$ cat src/rtl/suffix_automaton_index_assert.svh
`ifndef SUFFIX_AUTOMATON_INDEX_ASSERT_SVH
`define SUFFIX_AUTOMATON_INDEX_ASSERT_SVH
// same-cycle implication, checked outside reset
`define SAI_ASSERT_NOW(label, ante, cons) \
    label: assert property (@(posedge i_clk) disable iff (!i_rst_n) (ante) |-> (cons)) \
        else $error("suffix automaton index: check failed");
// next-cycle implication, checked outside reset
`define SAI_ASSERT_NEXT(label, ante, cons) \
    label: assert property (@(posedge i_clk) disable iff (!i_rst_n) (ante) |=> (cons)) \
        else $error("suffix automaton index: check failed");
`endif

$ cat src/rtl/sai_ram.sv
module sai_ram #(
    parameter int W  = 8,
    parameter int AW = 8
) (
    input  logic          i_clk,
    input  logic          i_we,
    input  logic [AW-1:0] i_waddr,
    input  logic [W-1:0]  i_wdata,
    input  logic [AW-1:0] i_raddr,
    output logic [W-1:0]  o_rdata
);
    logic [W-1:0] mem [2**AW];

    always_ff @(posedge i_clk) begin
        if (i_we) begin
            mem[i_waddr] <= i_wdata;
        end
        o_rdata <= mem[i_raddr];
    end
endmodule

$ cat config.mk
export PLATFORM = sky130hd
export DESIGN_NAME = sai_ram
export DESIGN_NICKNAME = d
export VERILOG_FILES = /design/src/rtl/suffix_automaton_index_assert.svh /design/src/rtl/sai_ram.sv
export SDC_FILE = /design/constraint.sdc
export NUM_CORES = 2
export LEC_CHECK = 0
export BUFFER_PORTS_ARGS = -buffer_cell sky130_fd_sc_hd__buf_2
export CAP_MARGIN = 20
export CORE_UTILIZATION = 47
export CTS_BUF_LIST = sky130_fd_sc_hd__clkbuf_2
export DETAILED_ROUTE_END_ITERATION = 10
export PLACE_DENSITY = 0.63
export SLEW_MARGIN = 30
export SYNTH_ARGS = -nofsm -noshare
export SYNTH_HDL_FRONTEND = slang
export SYNTH_SLANG_ARGS = --single-unit
$ cat constraint.sdc
create_clock -name i_clk -period 3.7 [get_ports i_clk]
set_input_delay 0.925 -clock i_clk [delete_from_list [all_inputs] [get_ports i_clk]]
set_output_delay 0.925 -clock i_clk [all_outputs]
set_load 0.005 [all_outputs]
Word-level counts from Yosys, hierarchy flattened:

Memories as Yosys holds them, arrays and structs flattened. A register that Yosys moved wholly into a read port is not among the register bits.
Cells that the tools add are included.

* equality and inequality tests: 0
* shift operators: 0
* divide/modulo/power cells: 0
* reductions and logical operators: 0
* add/sub/neg operators: 0
* bitwise operators: 0
* $mul: 0
* order comparisons: 0
* mux-type cells: 2

Operators with widths (count)
* 1-bit two-way mux: 2

* input bits: 26
* memories kept: 1
* bits in writable memories: 2048
* word-level logic and storage cells: 3
* bits in latches: 0
* flip-flop bits (word level): 0
* bits in read-only memories: 0

Memories
* mem: depth 256, width 8, rd ports 1, clocked after memory_dff 1, write ports 1, RTL line sai_ram.sv:12 `logic [W-1:0] mem [2**AW];`

Logic depth before layout (Yosys ltp):

* word-level depth: 2
* depth in mapped cells: 11
* mapped depth without buffers: 6

Worst setup path before layout:

Ideal clock, no wire load.

* path type: input port to flip-flop
* start point: input port i_raddr[0]
* end point: register o_rdata[2] (read register of mem)
* arrival time: 2732 ps
* library setup time: 131 ps
* stages: 9
* required time: 3569 ps
* setup slack: 837 ps
* cell sequence: buf_6 > buf_12 > buf_8 > buf_2 > mux4_2 > a22oi_1 > a21oi_1 > nor4_1 > nor4_2

RTL lines
* start, declared: RTL line sai_ram.sv:9 `input logic [AW-1:0] i_raddr,`
* end, declared: RTL line sai_ram.sv:10 `output logic [W-1:0] o_rdata`

Final worst setup path:

* start point: register o_rdata[2] (read register of mem)
* end point: output port o_rdata[2]

No word-level cell between the ends.

==> reports/results.txt <==
CTS root buffer: clkbuf_2
initial antenna violation count: 14
Max VDD drop: 340.0 uV
Min-Delay Path Class: input port to flop
CP top delay family: flip-flops
Initial Util: 47.47%
ys async rst share: 0%
power share of the combinational group: 6.0%
main area contributors after synthesis: edfxtp_1 (77%), mux4_2 (13%), mux2i_1 (1.7%), nor2_1 (1.3%), a22oi_1 (1.3%)
R2R Setup Slk: 960 ps
Mean Syn Cell Area: 21.31 um^2
switching portion of total power: 24.48%
post-synth net total: 3759
Pins Over Slew Limit: 0
CP max-delay cell: dfxtp_2
post-synth cell types: 55
FMAX: 289.9 MHz
I/O pin total: 34
H-Tree Depth: 5
largest net degree at the start of global routing: 113
GRT Util Overall: 24.01%
Worst Tran Pin Value: 1300 ps
CP max stage delay: 430 ps
Reg clk slew, reported paths: 100 ps
fin crit period: 3449 ps
crit end category: output pin
Crit Path Category: flop to output pin
worst skew pair latency: 1940 ps
1st-pass router iterations: 6
Routed WL: 202.8 mm
met1 GRT Util: 33.90%
Post-synth top flop: edfxtp_1
number of vias per cell: 5.900
clk sinks: 2056
hold_ws: 242.6 ps
Nets: 4601
clock tree buffer depth: 4
first-pass GRT wire length: 291.8 mm
met2 GRT Util: 37.28%
fraction of layout cells with a size suffix above 1: 35.65%
sequential share of power: 60.7%
Switch Pwr: 10.36 mW
Post-Synthesis Cells: 3733
met3 Resource Use GR: 5.693%
final worst path period share: 93.23%
antenna viol nets, final: 0
share of power burned in the clock network: 33.3%
routability congestion estimate: 0.8693
CP max FO: 1
TritonCTS clock tree: built
FF+latch count, synth: 2056
CP cell instances: buf_2
startpoint types: flop
Static Leak: 29.75 nW
MaxCap Viol Count: 0
Post-synth EDFFs: 2048
vias post-DR: 42170
Die X: 413.4 um
Final Hold Viols: 0
required arrival time at the worst endpoint: 2770 ps
Yosys warnings: 0
CTS buffer count: 495
PortBufs: 33
synthesized area: 79560 um^2
most frequent cells in the layout: edfxtp_1 (2048), clkbuf_2 (701), mux4_2 (454), buf_4 (446), nor2_1 (279)
final setup fails: 0
top-area cell type share of the netlist area: 77.30%
Pint: 31.97 mW
RSZ-0062 raised after global routing: no
GRT busiest layer: met2
Worst Path Buf+Inv: 1
HPWL after DPL: 125.0 mm
Clock Skews: 163.1 ps
grt total ovfl: 0
Slew Limit Headroom: 13.33%
vias in the first global route: 42570
crit path DAT: 2520 ps
Filler Cells Inserted: 13100
DRT iter0 DRCs: 4869
Die Ht: 413.4 um
die area: 170900 um^2
setup TNS: 0 ps
leading cell type in the layout, fill and taps excluded: edfxtp_1
status: finished, final reports clean
largest area contributor in the netlist: edfxtp_1
post-CTS setup repair buffer count: 0
Seq/Total Area, Yosys: 77.50%
drt wl/cell: 28.37 um
power density cells: 468.1 nW/um^2
core footprint: 167600 um^2
drc violations: 0
# rows: 150
Area Overhead vs Synth: 13.67%
-- cell usage after synthesis (all sizes together), types with 4 or more instances --
master,count
a2111oi,5
a211oi,16
a21oi,96
a221oi,14
a22o,8
a22oi,133
and2,6
buf,122
clkbuf,111
dfxtp,8
edfxtp,2048
mux2i,134
mux4,456
nand2,33
nand2b,8
nand3,34
nand4,10
nor2,282
nor2b,31
nor3,22
nor4,27
o211ai,10
o21ai,12
o221ai,47
o22a,5
o22ai,28
o32ai,5
or2,4
-- cells by family (layout without fill, tap and decap cells) --
logic type	count (synthesis)	in the layout	share of synthesized area (%)
AOI/OAI and AO/OA	385	385	3.419
buffers and inverters	235	1439	1.831
DFF	2056	2056	77.50
muxes	591	591	14.62
other	0	7	0
and+or+nand+nor	466	466	2.628
-- per-layer routing --
layer  share of wire, %  up-vias
li1                   -    17680
met1                 41    22080
met2                 48     2073
met3                8.8      326
met4                2.5       10
met5              0.034        -
-- worst paths after layout --
kind                              start                  to  cells past startpoint
setup / recovery     o_rdata[2]$_DFF_P_          o_rdata[2]                      1
hold / removal               i_raddr[1]  o_rdata[7]$_DFF_P_                      8
setup reg to reg  mem[130][2]$_DFFE_PP_  o_rdata[2]$_DFF_P_                      9
hold reg to reg    mem[20][6]$_DFFE_PP_  o_rdata[6]$_DFF_P_                      7
-- stage by stage --
stage / cell area (um^2) / worst slack [ps] / power, mW / instances / utilization, %
after floorplan: 79560 / 837.1 / 27.43 / 3733 / -
after global placement: 85620 / -623.4 / 28.68 / 6236 / 51.09
after detailed placement: 85640 / -366.0 / 28.72 / 6236 / 51.10
after CTS: 90420 / 14.84 / 42.75 / 7141 / 53.95
after global routing: 90430 / 65.94 / 43.95 / 7145 / 53.95
final: 90430 / 250.6 / 42.33 / 7148 / 53.96
-- flip-flops by register name, indices dropped and copies added, names as in the netlist --
register	count
o_rdata	8
mem	2048
-- layout make-up --
class / instances / area (um^2) / area share [%]
Timing Repair Buffer: 578 / 5207 / 5.758
Multi-Input combinational cell: 1442 / 16530 / 18.28
Inverter: 2 / 7.507 / 0.008301
Sequential cell: 2056 / 61680 / 68.20
Clock buffer: 701 / 3508 / 3.879
Clock inverter: 158 / 726.9 / 0.8038
Antenna cell: 7 / 17.52 / 0.01937
Tap cell: 2204 / 2758 / 3.049
-- power by group through the flow --
stage | clock network, mW | registers (mW) | logic [mW]
3_3_place_gp | 0 | 26.2 | 2.46
2_1_floorplan | 0 | 26.2 | 1.25
4_1_cts | 14.5 | 25.7 | 2.56
3_5_place_dp | 0 | 26.2 | 2.49
5_1_grt | 15.6 | 25.7 | 2.68
6_report | 14.1 | 25.7 | 2.55
-- what timing repair did --
action / 4_1_cts / 5_1_grt
resized for setup: 11 / 0
hold buffers: 46 / 0
hold endpoints to repair: 3950 / 0
endpoints found under the setup margin: 8 / 0
No activity file was read; power rests on OpenSTA's default activity.
