`config.mk`:
```
export PLATFORM = sky130hd
export DESIGN_NAME = sai_ctrl
export DESIGN_NICKNAME = d
export VERILOG_FILES = /design/src/rtl/suffix_automaton_index_assert.svh /design/src/rtl/sai_pkg.sv /design/src/rtl/sai_ctrl.sv
export SDC_FILE = /design/constraint.sdc
export NUM_CORES = 1
export LEC_CHECK = 0
export ABC_AREA = 1
export BUFFER_PORTS_ARGS = -buffer_cell sky130_fd_sc_hd__buf_2
export CAP_MARGIN = 20
export CORE_ASPECT_RATIO = 0.75
export CORE_MARGIN = 8
export CORE_UTILIZATION = 34
export DETAILED_ROUTE_END_ITERATION = 8
export PLACE_DENSITY = 0.54
export SLEW_MARGIN = 40
export SYNTH_ARGS = -nofsm -noshare
export SYNTH_HDL_FRONTEND = slang
export SYNTH_SLANG_ARGS = --single-unit
export TNS_END_PERCENT = 100
```
`constraint.sdc`:
```
create_clock -name i_clk -period 4.3 [get_ports i_clk]
set_input_delay 0.86 -clock i_clk [delete_from_list [all_inputs] [get_ports i_clk]]
set_output_delay 0.86 -clock i_clk [all_outputs]
set_load 0.1 [all_outputs]
```
`src/rtl/suffix_automaton_index_assert.svh`:
```
`ifndef SUFFIX_AUTOMATON_INDEX_ASSERT_SVH
`define SUFFIX_AUTOMATON_INDEX_ASSERT_SVH
// same-cycle implication, checked outside reset
`define SAI_ASSERT_NOW(label, ante, cons) \
    label: assert property (@(posedge i_clk) disable iff (!i_rst_n) (ante) |-> (cons)) \
        else $error("suffix automaton index: check failed");
// next-cycle implication, checked outside reset
`define SAI_ASSERT_NEXT(label, ante, cons) \
    label: assert property (@(posedge i_clk) disable iff (!i_rst_n) (ante) |=> (cons)) \
        else $error("suffix automaton index: check failed");
`endif

```
`src/rtl/sai_pkg.sv`:
```
package sai_pkg;
    localparam int TEXT_MAX   = 4096;
    localparam int ALPHA_SIZE = 26;
    localparam int NODE_AW    = 13;
    localparam int SYM_W      = 5;
    localparam int TRANS_AW   = NODE_AW + SYM_W;
    localparam int LINK_W     = 14;
    localparam int LEN_W      = 13;
    localparam int END_W      = 12;
    localparam int CNT_W      = 14;
    localparam int NODE_W     = END_W + LINK_W + LEN_W;
    localparam logic [LINK_W-1:0] LINK_NONE = {LINK_W{1'b1}};

    localparam logic REQ_APPEND = 1'b0;
    localparam logic REQ_QUERY  = 1'b1;

    typedef enum logic [1:0] {
        ST_OK   = 2'd0,
        ST_FULL = 2'd1,
        ST_MISS = 2'd2
    } t_status;

    typedef struct packed {
        logic [END_W-1:0]  fe;
        logic [LINK_W-1:0] link;
        logic [LEN_W-1:0]  len;
    } t_node;

    typedef struct packed {
        logic                we;
        logic [TRANS_AW-1:0] waddr;
        logic [NODE_AW-1:0]  wdata;
        logic [TRANS_AW-1:0] raddr;
    } t_tport;

    typedef struct packed {
        logic               we;
        logic [NODE_AW-1:0] waddr;
        t_node              wdata;
        logic [NODE_AW-1:0] raddr;
    } t_nport;

    typedef struct packed {
        logic             valid;
        t_status          status;
        logic [END_W-1:0] end_pos;
    } t_result;

    typedef enum logic [3:0] {
        S_INIT, S_IDLE, S_CLR, S_WRD, S_WCHK, S_TCHK, S_COPY,
        S_RRD, S_RCHK, S_TFIX, S_FIN, S_QCHK, S_QFE, S_DONE
    } t_state;
endpackage

```
`src/rtl/sai_ctrl.sv`:
```
module sai_ctrl import sai_pkg::*; (
    input  logic               i_clk,
    input  logic               i_rst_n,
    input  logic               i_valid,
    output logic               o_ready,
    input  logic               i_req,
    input  logic [SYM_W-1:0]   i_sym,
    input  logic               i_restart,
    output t_tport             o_tport,
    input  logic [NODE_AW-1:0] i_trd,
    output t_nport             o_nport,
    input  t_node              i_nrd,
    input  logic               i_slot_free,
    output t_result            o_res
);
    localparam logic [SYM_W-1:0] SYM_LAST = SYM_W'(ALPHA_SIZE - 1);
    localparam logic [SYM_W-1:0] SYM_END  = SYM_W'(ALPHA_SIZE);

    t_state             r_state, n_state;
    logic [SYM_W-1:0]   r_cnt, n_cnt;
    logic [SYM_W-1:0]   r_sym, n_sym;
    logic [NODE_AW-1:0] r_walk, n_walk;
    logic [NODE_AW-1:0] r_fresh, n_fresh;
    logic [NODE_AW-1:0] r_twin, n_twin;
    logic [NODE_AW-1:0] r_target, n_target;
    logic [LEN_W-1:0]   r_walk_len, n_walk_len;
    t_node              r_tgt, n_tgt;
    logic [LINK_W-1:0]  r_flink, n_flink;
    logic               r_cloned, n_cloned;
    logic [NODE_AW-1:0] r_last, n_last;
    logic [CNT_W-1:0]   r_count, n_count;
    logic [LEN_W-1:0]   r_tlen, n_tlen;
    logic [NODE_AW-1:0] r_qnode, n_qnode;
    logic               r_qdead, n_qdead;
    t_status            r_status, n_status;
    logic [END_W-1:0]   r_end, n_end;
    logic [NODE_AW-1:0] qn;
    logic               qd;

    always_ff @(posedge i_clk) begin
        if (!i_rst_n) begin
            r_state  <= S_INIT;
            r_cnt    <= '0;
            r_last   <= '0;
            r_count  <= CNT_W'(1);
            r_tlen   <= '0;
            r_qnode  <= '0;
            r_qdead  <= 1'b0;
            r_cloned <= 1'b0;
        end else begin
            r_state  <= n_state;
            r_cnt    <= n_cnt;
            r_last   <= n_last;
            r_count  <= n_count;
            r_tlen   <= n_tlen;
            r_qnode  <= n_qnode;
            r_qdead  <= n_qdead;
            r_cloned <= n_cloned;
        end
        r_sym      <= n_sym;
        r_walk     <= n_walk;
        r_fresh    <= n_fresh;
        r_twin     <= n_twin;
        r_target   <= n_target;
        r_walk_len <= n_walk_len;
        r_tgt      <= n_tgt;
        r_flink    <= n_flink;
        r_status   <= n_status;
        r_end      <= n_end;
    end

    always_comb begin
        n_state    = r_state;
        n_cnt      = r_cnt;
        n_sym      = r_sym;
        n_walk     = r_walk;
        n_fresh    = r_fresh;
        n_twin     = r_twin;
        n_target   = r_target;
        n_walk_len = r_walk_len;
        n_tgt      = r_tgt;
        n_flink    = r_flink;
        n_cloned   = r_cloned;
        n_last     = r_last;
        n_count    = r_count;
        n_tlen     = r_tlen;
        n_qnode    = r_qnode;
        n_qdead    = r_qdead;
        n_status   = r_status;
        n_end      = r_end;
        o_ready    = 1'b0;
        o_tport    = '0;
        o_nport    = '0;
        o_res      = '0;
        qn         = i_restart ? '0 : r_qnode;
        qd         = i_restart ? 1'b0 : r_qdead;
        unique case (r_state)
            S_INIT: begin
                o_tport.we    = 1'b1;
                o_tport.waddr = {NODE_AW'(0), r_cnt};
                o_nport.we    = (r_cnt == '0);
                o_nport.wdata = '{fe: '0, link: LINK_NONE, len: '0};
                n_cnt         = r_cnt + SYM_W'(1);
                if (r_cnt == SYM_LAST) begin
                    n_state = S_IDLE;
                end
            end
            S_IDLE: begin
                o_ready = 1'b1;
                o_tport.raddr = {qn, i_sym};
                if (i_valid) begin
                    n_sym = i_sym;
                    n_end = '0;
                    if (i_req == REQ_APPEND) begin
                        if (r_tlen == LEN_W'(TEXT_MAX) || i_sym >= SYM_END) begin
                            n_status = ST_FULL;
                            n_state  = S_DONE;
                        end else begin
                            n_fresh  = r_count[NODE_AW-1:0];
                            n_cloned = 1'b0;
                            n_cnt    = '0;
                            n_state  = S_CLR;
                        end
                    end else begin
                        n_qnode = qn;
                        if (qd || i_sym >= SYM_END) begin
                            n_qdead  = 1'b1;
                            n_status = ST_MISS;
                            n_state  = S_DONE;
                        end else begin
                            n_qdead = 1'b0;
                            n_state = S_QCHK;
                        end
                    end
                end
            end
            S_QCHK: begin
                o_nport.raddr = i_trd;
                if (i_trd == '0) begin
                    n_qdead  = 1'b1;
                    n_status = ST_MISS;
                    n_state  = S_DONE;
                end else begin
                    n_qnode = i_trd;
                    n_state = S_QFE;
                end
            end
            S_QFE: begin
                n_end    = i_nrd.fe;
                n_status = ST_OK;
                n_state  = S_DONE;
            end
            S_CLR: begin
                o_tport.we    = 1'b1;
                o_tport.waddr = {r_fresh, r_cnt};
                n_cnt         = r_cnt + SYM_W'(1);
                if (r_cnt == SYM_LAST) begin
                    n_walk  = r_last;
                    n_state = S_WRD;
                end
            end
            S_WRD: begin
                o_tport.raddr = {r_walk, r_sym};
                o_nport.raddr = r_walk;
                n_state       = S_WCHK;
            end
            S_WCHK: begin
                n_walk_len = i_nrd.len;
                if (i_trd == '0) begin
                    o_tport.we    = 1'b1;
                    o_tport.waddr = {r_walk, r_sym};
                    o_tport.wdata = r_fresh;
                    if (i_nrd.link == LINK_NONE) begin
                        n_flink = '0;
                        n_state = S_FIN;
                    end else begin
                        n_walk  = i_nrd.link[NODE_AW-1:0];
                        n_state = S_WRD;
                    end
                end else begin
                    n_target      = i_trd;
                    o_nport.raddr = i_trd;
                    n_state       = S_TCHK;
                end
            end
            S_TCHK: begin
                n_tgt = i_nrd;
                if (i_nrd.len == r_walk_len + LEN_W'(1)) begin
                    n_flink = {1'b0, r_target};
                    n_state = S_FIN;
                end else begin
                    n_twin        = r_fresh + NODE_AW'(1);
                    n_cloned      = 1'b1;
                    o_nport.we    = 1'b1;
                    o_nport.waddr = r_fresh + NODE_AW'(1);
                    o_nport.wdata = '{fe: i_nrd.fe, link: i_nrd.link,
                                      len: r_walk_len + LEN_W'(1)};
                    n_cnt         = '0;
                    n_state       = S_COPY;
                end
            end
            S_COPY: begin
                o_tport.raddr = {r_target, r_cnt};
                o_tport.we    = (r_cnt != '0);
                o_tport.waddr = {r_twin, r_cnt - SYM_W'(1)};
                o_tport.wdata = i_trd;
                n_cnt         = r_cnt + SYM_W'(1);
                if (r_cnt == SYM_END) begin
                    n_state = S_RRD;
                end
            end
            S_RRD: begin
                o_tport.raddr = {r_walk, r_sym};
                o_nport.raddr = r_walk;
                n_state       = S_RCHK;
            end
            S_RCHK: begin
                if (i_trd == r_target) begin
                    o_tport.we    = 1'b1;
                    o_tport.waddr = {r_walk, r_sym};
                    o_tport.wdata = r_twin;
                    if (i_nrd.link == LINK_NONE) begin
                        n_state = S_TFIX;
                    end else begin
                        n_walk  = i_nrd.link[NODE_AW-1:0];
                        n_state = S_RRD;
                    end
                end else begin
                    n_state = S_TFIX;
                end
            end
            S_TFIX: begin
                o_nport.we    = 1'b1;
                o_nport.waddr = r_target;
                o_nport.wdata = '{fe: r_tgt.fe, link: {1'b0, r_twin}, len: r_tgt.len};
                n_flink       = {1'b0, r_twin};
                n_state       = S_FIN;
            end
            S_FIN: begin
                o_nport.we    = 1'b1;
                o_nport.waddr = r_fresh;
                o_nport.wdata = '{fe: r_tlen[END_W-1:0], link: r_flink,
                                  len: r_tlen + LEN_W'(1)};
                n_last   = r_fresh;
                n_tlen   = r_tlen + LEN_W'(1);
                n_count  = r_count + (r_cloned ? CNT_W'(2) : CNT_W'(1));
                n_status = ST_OK;
                n_state  = S_DONE;
            end
            S_DONE: begin
                if (i_slot_free) begin
                    o_res.valid   = 1'b1;
                    o_res.status  = r_status;
                    o_res.end_pos = r_end;
                    n_state       = S_IDLE;
                end
            end
            default: n_state = S_IDLE;
        endcase
    end
endmodule

```
* Word level (Yosys, flattened, before mapping) *
Index checks and enable logic that the tools add are counted.

word-level totals
  bits of input ports = 63
  logic and storage cells = 164
  register bits = 187

cells by class
  $add $sub $neg = 6
  reduce and logical (&&, ||, !) cells = 30
  equality and inequality tests = 36
  multiplexer cells = 68
  bitwise gates (word level) = 4
  order comparisons = 1

operator list
  cell                                                  number
  one-hot mux 13 bit (3 select lines)                   4
  one-hot mux 39 bit (4 select lines)                   1
  two-way mux 13 bit                                    9
  one-hot mux 19 bit (5 select lines)                   1
  two-way mux 32 bit                                    2
  one-hot mux 18 bit (3 select lines)                   1
  two-way mux 53 bit                                    1
  one-hot mux 4 bit (13 select lines)                   1
  two-way mux 4 bit                                     12
  two-way mux 14 bit                                    3
  one-hot mux 14 bit (3 select lines)                   1
  adder 13 x 1 -> 13 bit (second input constant)        3
  two-way mux 15 bit                                    2
  inequality test 2 bit (second input constant)         15
  equality test 13 bit                                  2
  one-hot mux 13 bit (2 select lines)                   1
  equality test 4 bit (second input constant)           6
  one-hot mux 12 bit (2 select lines)                   1
  two-way mux 5 bit                                     4
  AND reduction 4 bit                                   5
  AND reduction 5 bit                                   4
  equality test 4 x 3 -> 1 bit (second input constant)  4
  one-hot mux 5 bit (3 select lines)                    1
  adder 14 x 2 -> 14 bit                                1
  other kinds (27)                                      60

* Logic depth before layout (Yosys ltp) *
  word-level depth = 6
  mapped depth = 17

* Least setup slack after synthesis *
No wires, ideal clock.

  kind = flip-flop to output port
  start = reg r_state[0]
  end = out o_nport[28] (netlist name)
  buffers on the path = 0
  path slack = -0.827 ns
  data required time = 3.440 ns
  cell stages (with the launch flop) = 7
  arrival = 4.267 ns
  cell sequence = dfxtp_1 inv_1 nor2_1 inv_1 nor2_1 nand2_2 o21ai_0

RTL lines
  element                 line            source
  start, declared         sai_ctrl.sv:19  t_state r_state, n_state;
  start signal, assigned  sai_ctrl.sv:51  r_state <= n_state;
  end, declared           sai_ctrl.sv:11  output t_nport o_nport,

==> summary.md <==
| Metric | Value |
|---|---|
| Outcome | complete, no violations |
| Unrepaired setup endpoints after global routing | false |
| Layout cells sized above 1 | between 10% and 20% |
| Largest net degree at the start of global routing | between 40 and 50 |
| Cells after Synth | 1297 |
| Initial Util | ~34% |
| Mean Syn Cell Area | 7.95 sq um |
| First-pass iteration count of the detailed router | 8 |
| Via density | 5.29 |
| Post-synthesis sequential area ratio | between 40% and 50% |
| Num rows | 55 |
| Cells on Worst Hold Path | 0 |
| Die area | around 0.036 sq mm |
| Combinational share of power | 27.8% |
| CP max stage delay | roughly 470 ps |
| Die width | between 200 and 250 microns |
| Die Ht | 167 microns |
| Hold_buf cts | 0 |
| Seq cells post-synth | between 150 and 200 |
| Core footprint | between 0.03 and 0.04 sq mm |
| Switching pwr | approximately 1.9 mW |
| Worst Tran Pin Value | roughly 770 ps |
| Hold Path Class | register to register |
| Port buffer count | a little under 200 |
| Max-slew violation count | 0 |
| Post-route cell area | around 0.013 sq mm |
| CP Cell Sequence | ha_1 > nand2_1 > nand2_1 > nand2_1 > nand2_1 > nor2_1 > nand2_1 > nor2_1 > inv_1 > nor2_1 > nand3_1 > nand2_2 > buf_6 > o2111ai_1 > buf_2 |
| Rel. slew slack | between 40% and 50% |
| Post-Syn Nets | around 1400 |
| Reg2reg path depth | 16 |
| Grt ovf | 0 |
| Mapped Area | slightly above 0.01 sq mm |
| WHS | ~440 ps |
| Crit-path slowest cell | edfxtp_1 |
| Final WS setup | 266 ps |
| Via Count | between 10000 and 15000 |
| Worst setup SP type | register |
| Pwr per Cell Area | 391 mW/mm^2 |
| GPL Wtd Cong | 0.908 |
| H-tree Lvls | 4 |
| Area contributors post-synth | edfxtp_1 36%, dfxtp_1 12%, nand2_1 12% |
| Critical path class | register to output port |
| Peak VDD IR | 0.389 mV |
| Initial antenna violation count | 0 |
| Filler cells | between 3000 and 4000 |
| Top-area cell type share of the netlist area | 35.5% |
| Max Cap Violations | 0 |
| Max frequency | 248 MHz |
| Tmin final | 4030 ps |
| Post-DRT Antenna Nets | 0 |
| Final core utilization | 43.0% |
| Worst EP required | roughly 3400 ps |
| Final wirelength | 38200 microns |
| # DRC | 0 |
| EDFF count, synth | 122 |
| CTS root buffer | clkbuf_16 |
| Diodes inserted | 0 |
| Vias in the first global route | 9687 |
| Reg power frac | 40.2% |
| Commonest cells in the netlist | 329 x nand2_1, 181 x inv_1, 122 x edfxtp_1 |
| Ys flop type | edfxtp_1 |
| DP HPWL | 29200 microns |
| P_leak | 5.32 nW |
| Total Nets Final | 1562 |
| Final setup skew | 10.9 ps |
| Area grow syn2layout | 25.2% |
| Clock Tree Buf Depth | 2 |
| Sw Share | between 30% and 40% |
| WL/cell | just over 20 microns |
| Worst path arrival time | between 3000 and 4000 ps |
| Clk slew on worst S/H paths | approximately 70 ps |
| Drt initial violations | between 900 and 1000 |
| Internal power | ~3.2 mW |
| Clock network fraction of total power | 31.9% |
| Placement Setup Slack | around 440 ps |
| Crit. End Element | output port |
| Crit-path most repeated cell | nand2_1 |
| Fin crit share | between 90% and 100% |
| Skew-Pair Late Insertion Delay | around 440 ps |
| Async SR Flop Fraction | 0% |
| Netlist cell types | between 40 and 50 |
| Synth area leader | edfxtp_1 |
| First-pass GRT wire length | approximately 58000 microns |
| Final Setup Violations | 0 |
| Placed Instance Area | around 0.012 sq mm |
| CTS tree | built |
| Gr usage total | 20.4% |
| Final Hold Viols | 0 |
| Inserted Clock Buffers | 17 |
| I/O pins | around 200 |
| Clock sink count | 185 |
| Top-count cell post-synth | nand2_1 |
| Setup TNS | 0 ps |
| YS warnings | 0 |
| Worst-path maximum fanout | 31 |
state kept, by name, summed over array words and instances (netlist names):
register / cells
r_tgt: 25
r_count: 13
r_flink: 13
r_fresh: 13
r_last: 13
r_qnode: 13
r_target: 13
r_tlen: 13
r_twin: 13
r_walk: 13
r_walk_len: 13
r_end: 12
r_cnt: 5
r_sym: 5
r_state: 4
r_status: 2
r_cloned: 1
r_qdead: 1
power groups by stage:
stage / registers [mW] / clock network (mW) / logic [mW]
after CTS: 2.03 / 1.65 / 1.40
after global routing: 2.04 / 1.71 / 1.47
after detailed placement: 2.07 / 0 / 1.39
after global placement: 2.07 / 0 / 1.38
after floorplan: 2.05 / 0 / 1.02
final: 2.03 / 1.61 / 1.40
layout by cell type (no fill, tap or decap), types with 3 or more instances in the layout:
cell type and n:
nand2_1 329, inv_1 179, buf_2 160, edfxtp_1 122, nor2_1 95, nand3_1 91, dfxtp_1 63, a21oi_1 58
o211ai_1 56, o21ai_0 48, buf_12 34, o221ai_1 30, buf_4 26, nand4_1 24, nor3_1 20, xor2_1 17
clkbuf_16 17, o21ai_1 13, a31oi_1 13, ha_1 11, a221oi_1 10, o22ai_1 8, xnor2_1 7, clkinv_1 7
nor2_4 6, nor2_2 6, nand3b_1 6, nor4_1 5, clkinv_2 5, inv_2 4, nor3_2 3, nand2_2 3
o2111ai_1 3, bufinv_16 3
what timing repair did:
item | in CTS | in global routing
setup buffers | 0 | 0
endpoints found under the setup margin | 0 | 14
gates resized for setup | 0 | 3
critical path, delay by kind of cell, from the launching register on:
family	cells	cell delay [ps]
adders and majority gates	1	270
DFF	1	470
buffers and inverters	3	730
AOI/OAI and AO/OA	1	240
and+or+nand+nor	10	1010
layer usage:
metal	GRT usage [%]	up-vias	routed length, microns
met5	0	-	0
li1	-	4815	-
met2	31.0	444	17000
met4	5.69	0	725
met3	4.44	47	2940
met1	28.9	4736	17600
stage by stage:
step	total power [mW]	std cells
2_1_floorplan	3.08	1297
3_3_place_gp	3.45	1867
3_5_place_dp	3.46	1867
4_1_cts	5.08	1899
5_1_grt	5.23	1899
6_report	5.05	1899
layout make-up:
| class | instances | area (sq um) | share of cell area [%] |
|---|---|---|---|
| Multi-Input combinational cell | 875 | 4520 | 35.0 |
| Clock buffer | 17 | 425 | 3.29 |
| Timing Repair Buffer | 221 | 1690 | 13.1 |
| Tap cell | 399 | 499 | 3.87 |
| Clock inverter | 15 | 156 | 1.21 |
| Sequential cell | 185 | 4920 | 38.1 |
| Inverter | 187 | 704 | 5.45 |
logic make-up (layout without fill, tap and decap cells):
family                   count (synthesis)  count (layout)  synth area share (%)
adder cells (fa/ha/maj)                 12              12                  1.53
XOR/XNOR                                24              24                  2.04
flip-flops                             185             185                  47.7
buffers and inverters                  237             440                  8.82
AND/OR/NAND/NOR                        592             592                  24.5
AO/OA/AOI/OAI                          247             247                  15.4
path summary, 6_finish.rpt:
kind	start	to	slack [ps]
worst max-delay path	r_walk_len[0]$_DFFE_PP_	o_nport[65]	270
worst min-delay path	r_count[12]$_SDFFE_PN0N_	r_fresh[12]$_DFFE_PP_	440
worst min register to register	r_count[12]$_SDFFE_PN0N_	r_fresh[12]$_DFFE_PP_	440
worst max register to register	r_walk_len[0]$_DFFE_PP_	r_flink[10]$_DFFE_PP_	1360
Power figures use the tool's default switching activity.
